--- config.mk ---
export PLATFORM = sky130hd
export DESIGN_NAME = integer_to_text_formatter
export DESIGN_NICKNAME = d
export VERILOG_FILES = /design/src/rtl/core/itf_pkg.sv /design/src/rtl/core/itf_divider.sv /design/src/rtl/core/integer_to_text_formatter.sv
export VERILOG_INCLUDE_DIRS = /design/src /design/src/rtl/core
export SDC_FILE = /design/constraint.sdc
export NUM_CORES = 1
export LEC_CHECK = 0
export ABC_AREA = 1
export BUFFER_PORTS_ARGS = -buffer_cell sky130_fd_sc_hd__clkbuf_2
export CAP_MARGIN = 15
export CORE_ASPECT_RATIO = 0.6
export CORE_MARGIN = 4
export CORE_UTILIZATION = 45
export CTS_CLUSTER_DIAMETER = 40
export CTS_CLUSTER_SIZE = 12
export DETAILED_ROUTE_END_ITERATION = 6
export HOLD_SLACK_MARGIN = 0.08
export SYNTH_ARGS = -nofsm -noshare
export SYNTH_HDL_FRONTEND = slang
export SYNTH_HIERARCHICAL = 1
export SYNTH_SLANG_ARGS = --single-unit
--- constraint.sdc ---
create_clock -name clk -period 37 [get_ports clk]
set_input_delay 3.7 -clock clk [delete_from_list [all_inputs] [get_ports clk]]
set_output_delay 3.7 -clock clk [all_outputs]
set_load 0.005 [all_outputs]
--- src/rtl/core/assert_macros.svh ---
// Assertion helpers for the RTL
`ifndef ASSERT_MACROS_SVH
`define ASSERT_MACROS_SVH

// check a condition at every clock edge outside reset
`define ITF_ASSERT_ALWAYS(label, cond, msg) \
	label: assert property (@(posedge clk) disable iff (!arst_n) (cond)) else $error(msg);

// check an implication within the same cycle
`define ITF_ASSERT_IMPLY(label, ante, cons, msg) \
	label: assert property (@(posedge clk) disable iff (!arst_n) (ante) |-> (cons)) \
		else $error(msg);

`endif

--- src/rtl/core/itf_pkg.sv ---
`timescale 1ns / 1ps
`default_nettype none

package itf_pkg;

	localparam int VALUE_BITS_DEF  = 32;
	localparam int MAX_FIELD_DEF   = 48;
	localparam int DIGIT_STORE_DEF = 36;

	localparam int BASE_W  = 6;
	localparam int FIELD_W = 6;
	localparam int CHAR_W  = 8;

	localparam logic [BASE_W-1:0] BASE_MIN = 6'd2;
	localparam logic [BASE_W-1:0] BASE_MAX = 6'd36;
	localparam logic [BASE_W-1:0] BASE_OCT = 6'd8;
	localparam logic [BASE_W-1:0] BASE_HEX = 6'd16;

	localparam logic [CHAR_W-1:0] CH_NUL   = 8'h00;
	localparam logic [CHAR_W-1:0] CH_SPACE = 8'h20;
	localparam logic [CHAR_W-1:0] CH_PLUS  = 8'h2B;
	localparam logic [CHAR_W-1:0] CH_MINUS = 8'h2D;
	localparam logic [CHAR_W-1:0] CH_ZERO  = 8'h30;
	localparam logic [CHAR_W-1:0] CH_UPPER = 8'h41;
	localparam logic [CHAR_W-1:0] CH_LOWER = 8'h61;
	localparam logic [CHAR_W-1:0] CH_X_UP  = 8'h58;
	localparam logic [CHAR_W-1:0] CH_X_LO  = 8'h78;

	typedef enum logic [1:0] {
		S_IDLE,
		S_DIVIDE,
		S_SIZE,
		S_EMIT
	} state_t;

	typedef enum logic [2:0] {
		SRC_LEAD,
		SRC_SIGN,
		SRC_PREFIX,
		SRC_ZERO,
		SRC_DIGIT,
		SRC_TRAIL
	} src_t;

	function automatic logic [CHAR_W-1:0] digit_char(input logic [BASE_W-1:0] d,
		input logic lower);
		logic [CHAR_W-1:0] ext;
		ext = {{(CHAR_W-BASE_W){1'b0}}, d};
		if (d < 6'd10) begin
			digit_char = CH_ZERO + ext;
		end else begin
			digit_char = (lower ? CH_LOWER : CH_UPPER) + ext - 8'd10;
		end
	endfunction

endpackage

`default_nettype wire

--- src/rtl/core/itf_divider.sv ---
`timescale 1ns / 1ps
`default_nettype none

module itf_divider #(
	parameter int VALUE_BITS = itf_pkg::VALUE_BITS_DEF
) (
	input  wire logic                      clk,
	input  wire logic                      arst_n,
	input  wire logic                      start,
	input  wire logic [VALUE_BITS-1:0]     dividend,
	input  wire logic [itf_pkg::BASE_W-1:0] divisor,
	output logic                           done,
	output logic [VALUE_BITS-1:0]          quotient,
	output logic [itf_pkg::BASE_W-1:0]     remainder
);
	import itf_pkg::*;

	localparam int CW = (VALUE_BITS > 1) ? $clog2(VALUE_BITS) : 1;

	logic                  busy_q;
	logic                  done_q;
	logic [CW-1:0]         cnt_q;
	logic [VALUE_BITS-1:0] quo_q;
	logic [BASE_W-1:0]     rem_q;
	logic [BASE_W-1:0]     div_q;

	logic [BASE_W:0] trial;
	logic [BASE_W:0] nrem;
	logic            ge;

	always_comb begin
		trial = {rem_q, quo_q[VALUE_BITS-1]};
		ge    = trial >= {1'b0, div_q};
		nrem  = ge ? (trial - {1'b0, div_q}) : trial;
	end

	always_ff @(posedge clk or negedge arst_n) begin
		if (!arst_n) begin
			busy_q <= 1'b0;
			done_q <= 1'b0;
			cnt_q  <= '0;
		end else begin
			done_q <= 1'b0;
			if (start) begin
				busy_q <= 1'b1;
				cnt_q  <= '0;
			end else if (busy_q) begin
				cnt_q <= cnt_q + 1'b1;
				if (cnt_q == CW'(VALUE_BITS - 1)) begin
					busy_q <= 1'b0;
					done_q <= 1'b1;
				end
			end
		end
	end

	always_ff @(posedge clk) begin
		if (start) begin
			quo_q <= dividend;
			rem_q <= '0;
			div_q <= divisor;
		end else if (busy_q) begin
			quo_q <= {quo_q[VALUE_BITS-2:0], ge};
			rem_q <= nrem[BASE_W-1:0];
		end
	end

	assign done      = done_q;
	assign quotient  = quo_q;
	assign remainder = rem_q;

endmodule

`default_nettype wire

--- src/rtl/core/integer_to_text_formatter.sv ---
// All digits are produced before the first character, each by one full bit-serial
// pass of the shared divider; a bad base goes from idle straight to the emit state
// and gives its single word.
// Throughput: one character per cycle in emission unless out_stall holds it; the input
// stays stalled from acceptance until the final character is in the output register.
// Reset: asynchronous, active low; clears the sequencer, counters and output valid.
`timescale 1ns / 1ps
`default_nettype none

module integer_to_text_formatter #(
	parameter int VALUE_BITS  = itf_pkg::VALUE_BITS_DEF,
	parameter int MAX_FIELD   = itf_pkg::MAX_FIELD_DEF,
	parameter int DIGIT_STORE = itf_pkg::DIGIT_STORE_DEF
) (
	input  wire logic                        clk,
	input  wire logic                        arst_n,
	input  wire logic                        in_valid,
	output logic                             in_stall,
	input  wire logic [VALUE_BITS-1:0]       value,
	input  wire logic [itf_pkg::BASE_W-1:0]  number_base,
	input  wire logic [itf_pkg::FIELD_W-1:0] min_width,
	input  wire logic [itf_pkg::FIELD_W-1:0] min_digits,
	input  wire logic                        zero_pad,
	input  wire logic                        is_signed,
	input  wire logic                        show_plus,
	input  wire logic                        space_sign,
	input  wire logic                        left_justify,
	input  wire logic                        alt_prefix,
	input  wire logic                        lower_case,
	output logic                             out_valid,
	input  wire logic                        out_stall,
	output logic [itf_pkg::CHAR_W-1:0]       out_char,
	output logic                             last_char,
	output logic                             bad_base
);
	import itf_pkg::*;

	localparam int DIGIT_CAP = (DIGIT_STORE > VALUE_BITS) ? DIGIT_STORE : VALUE_BITS;
	localparam int DN_W      = $clog2(DIGIT_CAP + 1);
	localparam int CNT_W     = $clog2(3 * MAX_FIELD + 64 + DIGIT_CAP + 4) + 1;
	localparam int EM_W      = $clog2(MAX_FIELD);

	state_t state_q, state_d;

	logic                  div_active_q;
	logic [DN_W-1:0]       dig_n_q;
	logic [CNT_W-1:0]      lead_q, zero_q, trail_q, left_q;
	logic                  sgn_q;
	logic [1:0]            pfx_q;
	logic [EM_W-1:0]       emit_q;
	logic                  bad_q;
	logic                  out_valid_q;

	logic [VALUE_BITS-1:0] mag_q;
	logic [BASE_W-1:0]     base_q;
	logic [CNT_W-1:0]      fw_q, prec_q;
	logic                  zp_q, lj_q, lower_q, hex_q;
	logic [CHAR_W-1:0]     sign_ch_q;
	logic [BASE_W-1:0]     dig_q [DIGIT_CAP];
	logic [CHAR_W-1:0]     out_char_q;
	logic                  out_last_q, out_bad_q;

	logic                  accept;
	logic                  base_bad;
	logic                  neg;
	logic                  div_start, div_done;
	logic [VALUE_BITS-1:0] div_quot;
	logic [BASE_W-1:0]     div_rem;
	logic                  div_finish;
	logic                  fire;
	logic                  last_now;
	src_t                  src;
	logic [CHAR_W-1:0]     ch;

	logic [CNT_W-1:0] dig_ext, precx, size, possz, pfx_len, sgn_len;

	itf_divider #(
		.VALUE_BITS(VALUE_BITS)
	) u_div (
		.clk      (clk),
		.arst_n   (arst_n),
		.start    (div_start),
		.dividend (mag_q),
		.divisor  (base_q),
		.done     (div_done),
		.quotient (div_quot),
		.remainder(div_rem)
	);

	assign base_bad   = (number_base < BASE_MIN) || (number_base > BASE_MAX);
	assign neg        = is_signed && value[VALUE_BITS-1];
	assign div_finish = (div_quot == '0) || (dig_n_q == DN_W'(DIGIT_CAP - 1));

	always_comb begin
		dig_ext = CNT_W'(dig_n_q);
		precx   = (dig_ext > prec_q) ? dig_ext : prec_q;
		sgn_len = CNT_W'(sgn_q);
		pfx_len = CNT_W'(pfx_q);
		size    = fw_q - sgn_len - pfx_len - precx;
		possz   = size[CNT_W-1] ? '0 : size;
	end

	always_comb begin
		state_d = state_q;
		case (state_q)
			S_IDLE: begin
				if (accept) begin
					state_d = base_bad ? S_EMIT : S_DIVIDE;
				end
			end
			S_DIVIDE: begin
				if (div_done && div_finish) begin
					state_d = S_SIZE;
				end
			end
			S_SIZE: begin
				state_d = S_EMIT;
			end
			S_EMIT: begin
				if (fire && last_now) begin
					state_d = S_IDLE;
				end
			end
			default: begin
				state_d = S_IDLE;
			end
		endcase
	end

	always_comb begin
		in_stall  = (state_q != S_IDLE);
		accept    = in_valid && (state_q == S_IDLE);
		div_start = (state_q == S_DIVIDE) && !div_active_q;
		fire      = (state_q == S_EMIT) && (!out_valid_q || !out_stall);
		last_now  = (left_q == CNT_W'(1)) || (emit_q == EM_W'(MAX_FIELD - 1)) || bad_q;
		if (lead_q != '0) begin
			src = SRC_LEAD;
		end else if (sgn_q) begin
			src = SRC_SIGN;
		end else if (pfx_q != 2'd0) begin
			src = SRC_PREFIX;
		end else if (zero_q != '0) begin
			src = SRC_ZERO;
		end else if (dig_n_q != '0) begin
			src = SRC_DIGIT;
		end else begin
			src = SRC_TRAIL;
		end
		case (src)
			SRC_LEAD:   ch = CH_SPACE;
			SRC_SIGN:   ch = sign_ch_q;
			SRC_PREFIX: begin
				if (pfx_q == 2'd1 && hex_q) begin
					ch = lower_q ? CH_X_LO : CH_X_UP;
				end else begin
					ch = CH_ZERO;
				end
			end
			SRC_ZERO:   ch = CH_ZERO;
			SRC_DIGIT:  ch = digit_char(dig_q[0], lower_q);
			SRC_TRAIL:  ch = CH_SPACE;
			default:    ch = CH_SPACE;
		endcase
		if (bad_q) begin
			ch = CH_NUL;
		end
	end

	always_ff @(posedge clk or negedge arst_n) begin
		if (!arst_n) begin
			state_q      <= S_IDLE;
			div_active_q <= 1'b0;
			dig_n_q      <= '0;
			lead_q       <= '0;
			zero_q       <= '0;
			trail_q      <= '0;
			left_q       <= '0;
			sgn_q        <= 1'b0;
			pfx_q        <= 2'd0;
			emit_q       <= '0;
			bad_q        <= 1'b0;
			out_valid_q  <= 1'b0;
		end else begin
			state_q     <= state_d;
			out_valid_q <= fire || (out_valid_q && out_stall);
			if (accept) begin
				bad_q        <= base_bad;
				div_active_q <= 1'b0;
				dig_n_q      <= '0;
				lead_q       <= '0;
				zero_q       <= '0;
				trail_q      <= '0;
				left_q       <= base_bad ? CNT_W'(1) : '0;
				emit_q       <= '0;
				sgn_q        <= !base_bad && (neg || show_plus || space_sign);
				if (!base_bad && alt_prefix && number_base == BASE_HEX) begin
					pfx_q <= 2'd2;
				end else if (!base_bad && alt_prefix && number_base == BASE_OCT) begin
					pfx_q <= 2'd1;
				end else begin
					pfx_q <= 2'd0;
				end
			end
			if (div_start) begin
				div_active_q <= 1'b1;
			end
			if (div_done) begin
				div_active_q <= 1'b0;
				dig_n_q      <= dig_n_q + 1'b1;
			end
			if (state_q == S_SIZE) begin
				lead_q  <= (!zp_q && !lj_q) ? possz : '0;
				zero_q  <= (zp_q ? possz : '0) + (precx - dig_ext);
				trail_q <= lj_q ? possz : '0;
				left_q  <= ((!zp_q && !lj_q) ? possz : '0) + sgn_len + pfx_len
					+ (zp_q ? possz : '0) + precx + (lj_q ? possz : '0);
			end
			if (fire) begin
				emit_q <= emit_q + 1'b1;
				left_q <= left_q - 1'b1;
				case (src)
					SRC_LEAD:   lead_q  <= lead_q - 1'b1;
					SRC_SIGN:   sgn_q   <= 1'b0;
					SRC_PREFIX: pfx_q   <= pfx_q - 2'd1;
					SRC_ZERO:   zero_q  <= zero_q - 1'b1;
					SRC_DIGIT:  dig_n_q <= dig_n_q - 1'b1;
					SRC_TRAIL: begin
						if (trail_q != '0) begin
							trail_q <= trail_q - 1'b1;
						end
					end
					default: begin
						lead_q <= lead_q;
					end
				endcase
			end
		end
	end

	always_ff @(posedge clk) begin
		if (accept) begin
			mag_q     <= neg ? (VALUE_BITS'(0) - value) : value;
			base_q    <= number_base;
			fw_q      <= (CNT_W'(min_width) > CNT_W'(MAX_FIELD)) ?
				CNT_W'(MAX_FIELD) : CNT_W'(min_width);
			prec_q    <= CNT_W'(min_digits);
			zp_q      <= zero_pad && !left_justify;
			lj_q      <= left_justify;
			lower_q   <= lower_case;
			hex_q     <= (number_base == BASE_HEX);
			sign_ch_q <= neg ? CH_MINUS : (show_plus ? CH_PLUS : CH_SPACE);
		end
		if (div_done) begin
			mag_q <= div_quot;
		end
		if (fire) begin
			out_char_q <= ch;
			out_last_q <= last_now;
			out_bad_q  <= bad_q;
		end
	end

	always_ff @(posedge clk) begin
		if (div_done) begin
			dig_q[0] <= div_rem;
			for (int j = 1; j < DIGIT_CAP; j++) begin
				dig_q[j] <= dig_q[j-1];
			end
		end else if (fire && src == SRC_DIGIT && !bad_q) begin
			for (int j = 0; j < DIGIT_CAP - 1; j++) begin
				dig_q[j] <= dig_q[j+1];
			end
			dig_q[DIGIT_CAP-1] <= '0;
		end
	end

	assign out_valid = out_valid_q;
	assign out_char  = out_char_q;
	assign last_char = out_last_q;
	assign bad_base  = out_bad_q;

	`include "assert_macros.svh"

	`ITF_ASSERT_IMPLY(a_bad_single, out_valid && bad_base, last_char && out_char == CH_NUL, "bad base word malformed")
	`ITF_ASSERT_IMPLY(a_div_in_divide, div_done, state_q == S_DIVIDE, "divider result outside divide phase")
	`ITF_ASSERT_ALWAYS(a_emit_pending, !(state_q == S_EMIT && left_q == '0), "emit phase with nothing left")

endmodule

`default_nettype wire
==> impl_metrics.yaml <==
placement:
  io_buffers: 72
  dpl_worst_slack_ns: 29.29
  placed_cells: 2945
  dpl_cell_area_um2: 21600
  gp_congestion: 0.874
  hpwl_um: 29900
worst_setup_path:
  cpPeakStageDelay_ns: 0.53
  crit_path_end_kind: "flip-flop"
  r2r_end: "left_q[7]"
  worst-r2r-setup-slack_ns: 29.48
  crit_fanout: 7
  reg2reg_from: "dig_n_q[1]"
  worstPathRequired_ns: 37.42
  cp_slowest_cell: "o32ai_1"
  cp-start-kind: "flip-flop"
  worstSetupPathType: "reg -> reg"
  reg2regPathDepth: 34
  arrival_ns: 7.94
yosys:
  ys_warn_count: 6
  synth_cell_type_count: 53
  netlist_instances: 2314
  ys.flop_type: "edfxtp_1"
  synth_edf_count: 321
  ys_ff_latch: 381
  synth.area.top_cells: "edfxtp_1 (46%), nand2_1 (10%), inv_1 (7.9%)"
  yosysSeqAreaShare: 0.535
  yosysTopAreaCell: "edfxtp_1"
  synth_top_area_frac: 0.464
  synth.avg_cell_area_um2: 8.97
  yosysMostFrequentCell: "nand2_1"
  synthArstFlopShare: 0.142
  synth_area_um2: 20800
  synth_commonest_cells: "nand2_1 (563), inv_1 (435), edfxtp_1 (321), o21ai_0 (155), nor2_1 (147)"
route:
  drt_first_pass_iters: 5
  remaining_drc_errors: 0
  wl_per_cell_um: 14.4
  vias: 15100
  drtIter0Drc: 1279
  vias_per_cell: 4.98
  routed_wl_um: 43700
  antenna_left: 0
final_layout:
  fin_cells: 3027
  fin_nets: 2536
  area_growth_pct: 10.9
  layout-drive-gt1-share: 0.0732
  final_area_um2: 23000
run:
  max-cap-violations: 0
cts:
  tritoncts: "done"
  insertion_delay_ns: 0.55
  post_cts_buffers: 0
  hold_buffers: 0
  cts_resized: 0
  path_clk_slew_ns: 0.06
  cts.sinks: 381
  clockBufferDepth: 3
  cts.htree.levels: 2
  cts_made_buffers: 43
  ctsRootBufferMaster: "clkbuf_16"
floorplanning:
  fp-row-count: 60
  coreArea_um2: 45200
  fp.dieH_um: 174
  ios: 73
  fp.dieW_um: 285
  initial_core_util: 0.459
  die-area_um2: 49800
global_route:
  gr-total-overflow: 0
  grt_max_degree: 217
  grt_antenna_before_repair: 1
  grtUsageMet3: 0.0372
  track_usage: 0.177
  grt_util_met2: 0.251
  grtUsageMet1: 0.274
  grt_pass1_vias: 14300
  grt.busiest_layer: "met1"
  grt_pass1_wl_um: 72900
pwr:
  p_leak_uw: 0.0108
  clkPwrFrac: 0.285
  peakVddDrop_v: 0.0000398
  switchingPower_uw: 514
  p_comb_frac: 0.313
  power.internal_uw: 957
  pwr-share-seq: 0.403
  p_sw_frac: 0.349
  power_density_nw_per_um2: 63.9
timing:
  worst_hold_slack_ns: 0.419
  tns_ns: 0
  period_share: 0.203
  finalHoldViolations: 0
  setup_viol: 0
  slew_violations: 0
  max_slew_margin: 0.209
  worst_pin_slew_ns: 1.19
  finClkSkew_ns: 0.0151
  fin_ws_ns: 29.48
  fmax_mhz: 133
  min_period_ns: 7.52
  rsz0062_at_grt: "no"
worst_hold_path:
  whs_path_depth: 0
  worstHoldStart: "base_q[4]"
  min_to: "u_div/div_q[4]"
  hold_path.class: "reg -> reg"
outcome:
  status: "completed"
[final cells by class]
class / instances / area, um2
clock buffers: 65 / 1230
fillers: 4256 / 22200
flip-flops and latches: 381 / 11100
repair buffers: 88 / 510
diodes: 1 / 2.50
multi-input cells: 1421 / 7610
inverters: 437 / 1640
well taps: 620 / 776
clock inverters: 14 / 141
[sequential cells by signal, indices dropped and copies added, names as in the netlist, 6 cells and up]
register / flops
dig_q: 216
fw_q: 6
left_q: 9
base_q: 6
u_div/quotient: 32
prec_q: 6
dig_n_q: 6
u_div/div_q: 6
out_char: 8
emit_q: 6
u_div/remainder: 6
zero_q: 9
lead_q: 9
mag_q: 32
[power groups by stage]
stage / Sequential [uW] / Clock [uW] / Combinational, uW
after global routing: 600 / 450 / 532
after CTS: 592 / 430 / 459
after floorplan: 585 / 0 / 346
after detailed placement: 600 / 0 / 457
final: 592 / 419 / 460
after global placement: 599 / 0 / 443
[logic make-up (layout without fill, tap and decap cells)]
logic type / Yosys count / in the layout / share of synthesized area
AO/OA/AOI/OAI: 391 / 391 / 0.102
XOR/XNOR: 32 / 32 / 0.0135
adder cells (fa/ha/maj): 103 / 103 / 0.0697
buffers and inverters: 515 / 604 / 0.0997
flip-flops: 381 / 381 / 0.535
multiplexers: 3 / 3 / 0.00145
other: 1 / 5 / 0.000181
AND/OR/NAND/NOR: 888 / 888 / 0.179
[how the worst max path moves through the flow]
stage                     slack, ns           to        from
after global routing          28.77    left_q[8]  dig_n_q[1]
after CTS                     29.27    left_q[7]  dig_n_q[1]
after detailed placement      29.29    left_q[7]  dig_n_q[1]
after floorplan               16.40  dig_q[0][0]   out_stall
final                         29.48    left_q[7]  dig_n_q[1]
after global placement        29.56    left_q[8]  dig_n_q[1]
[per-layer routing]
layer	routed length, um	share of wire
met1	22600	0.52
met4	1050	0.024
met5	0	0
met3	2700	0.062
met2	17300	0.40
[critical path, delay by kind of cell (launching register included)]
family / cells / cell delay (ns)
adders and majority gates: 8 / 3.44
AOI/OAI and AO/OA: 6 / 1.31
and+or+nand+nor: 12 / 1.26
buffers and inverters: 7 / 0.77
DFF: 1 / 0.43
xor gates and xnor gates: 1 / 0.17
[stage by stage]
stage	total power, uW	utilization
floorplan	932	-
global placement	1040	0.478
detailed placement	1060	0.478
CTS	1480	0.509
global route	1580	0.509
finish	1470	0.509
[layout by cell type (no fill, tap or decap), types with 6 or more instances in the layout]
master | netlist | layout
nand2_1 | 563 | 563
inv_1 | 435 | 435
edfxtp_1 | 321 | 321
o21ai_0 | 155 | 154
nor2_1 | 147 | 147
o21ai_1 | 120 | 120
ha_1 | 82 | 82
nand3_1 | 81 | 81
clkbuf_2 | 0 | 73
a21oi_1 | 54 | 54
dfrtp_1 | 54 | 54
clkbuf_16 | 0 | 44
nor3_1 | 28 | 28
fa_1 | 21 | 21
nand4_1 | 20 | 20
xor2_1 | 20 | 20
clkbuf_1 | 35 | 16
a31oi_1 | 15 | 15
nor4_1 | 13 | 13
buf_4 | 0 | 13
xnor2_1 | 12 | 12
a22oi_1 | 11 | 11
nand3b_1 | 9 | 9
nor2_2 | 6 | 6
clkinv_2 | 0 | 6
dfxtp_1 | 6 | 6
Note: power is estimated with default switching activity, not from simulation.
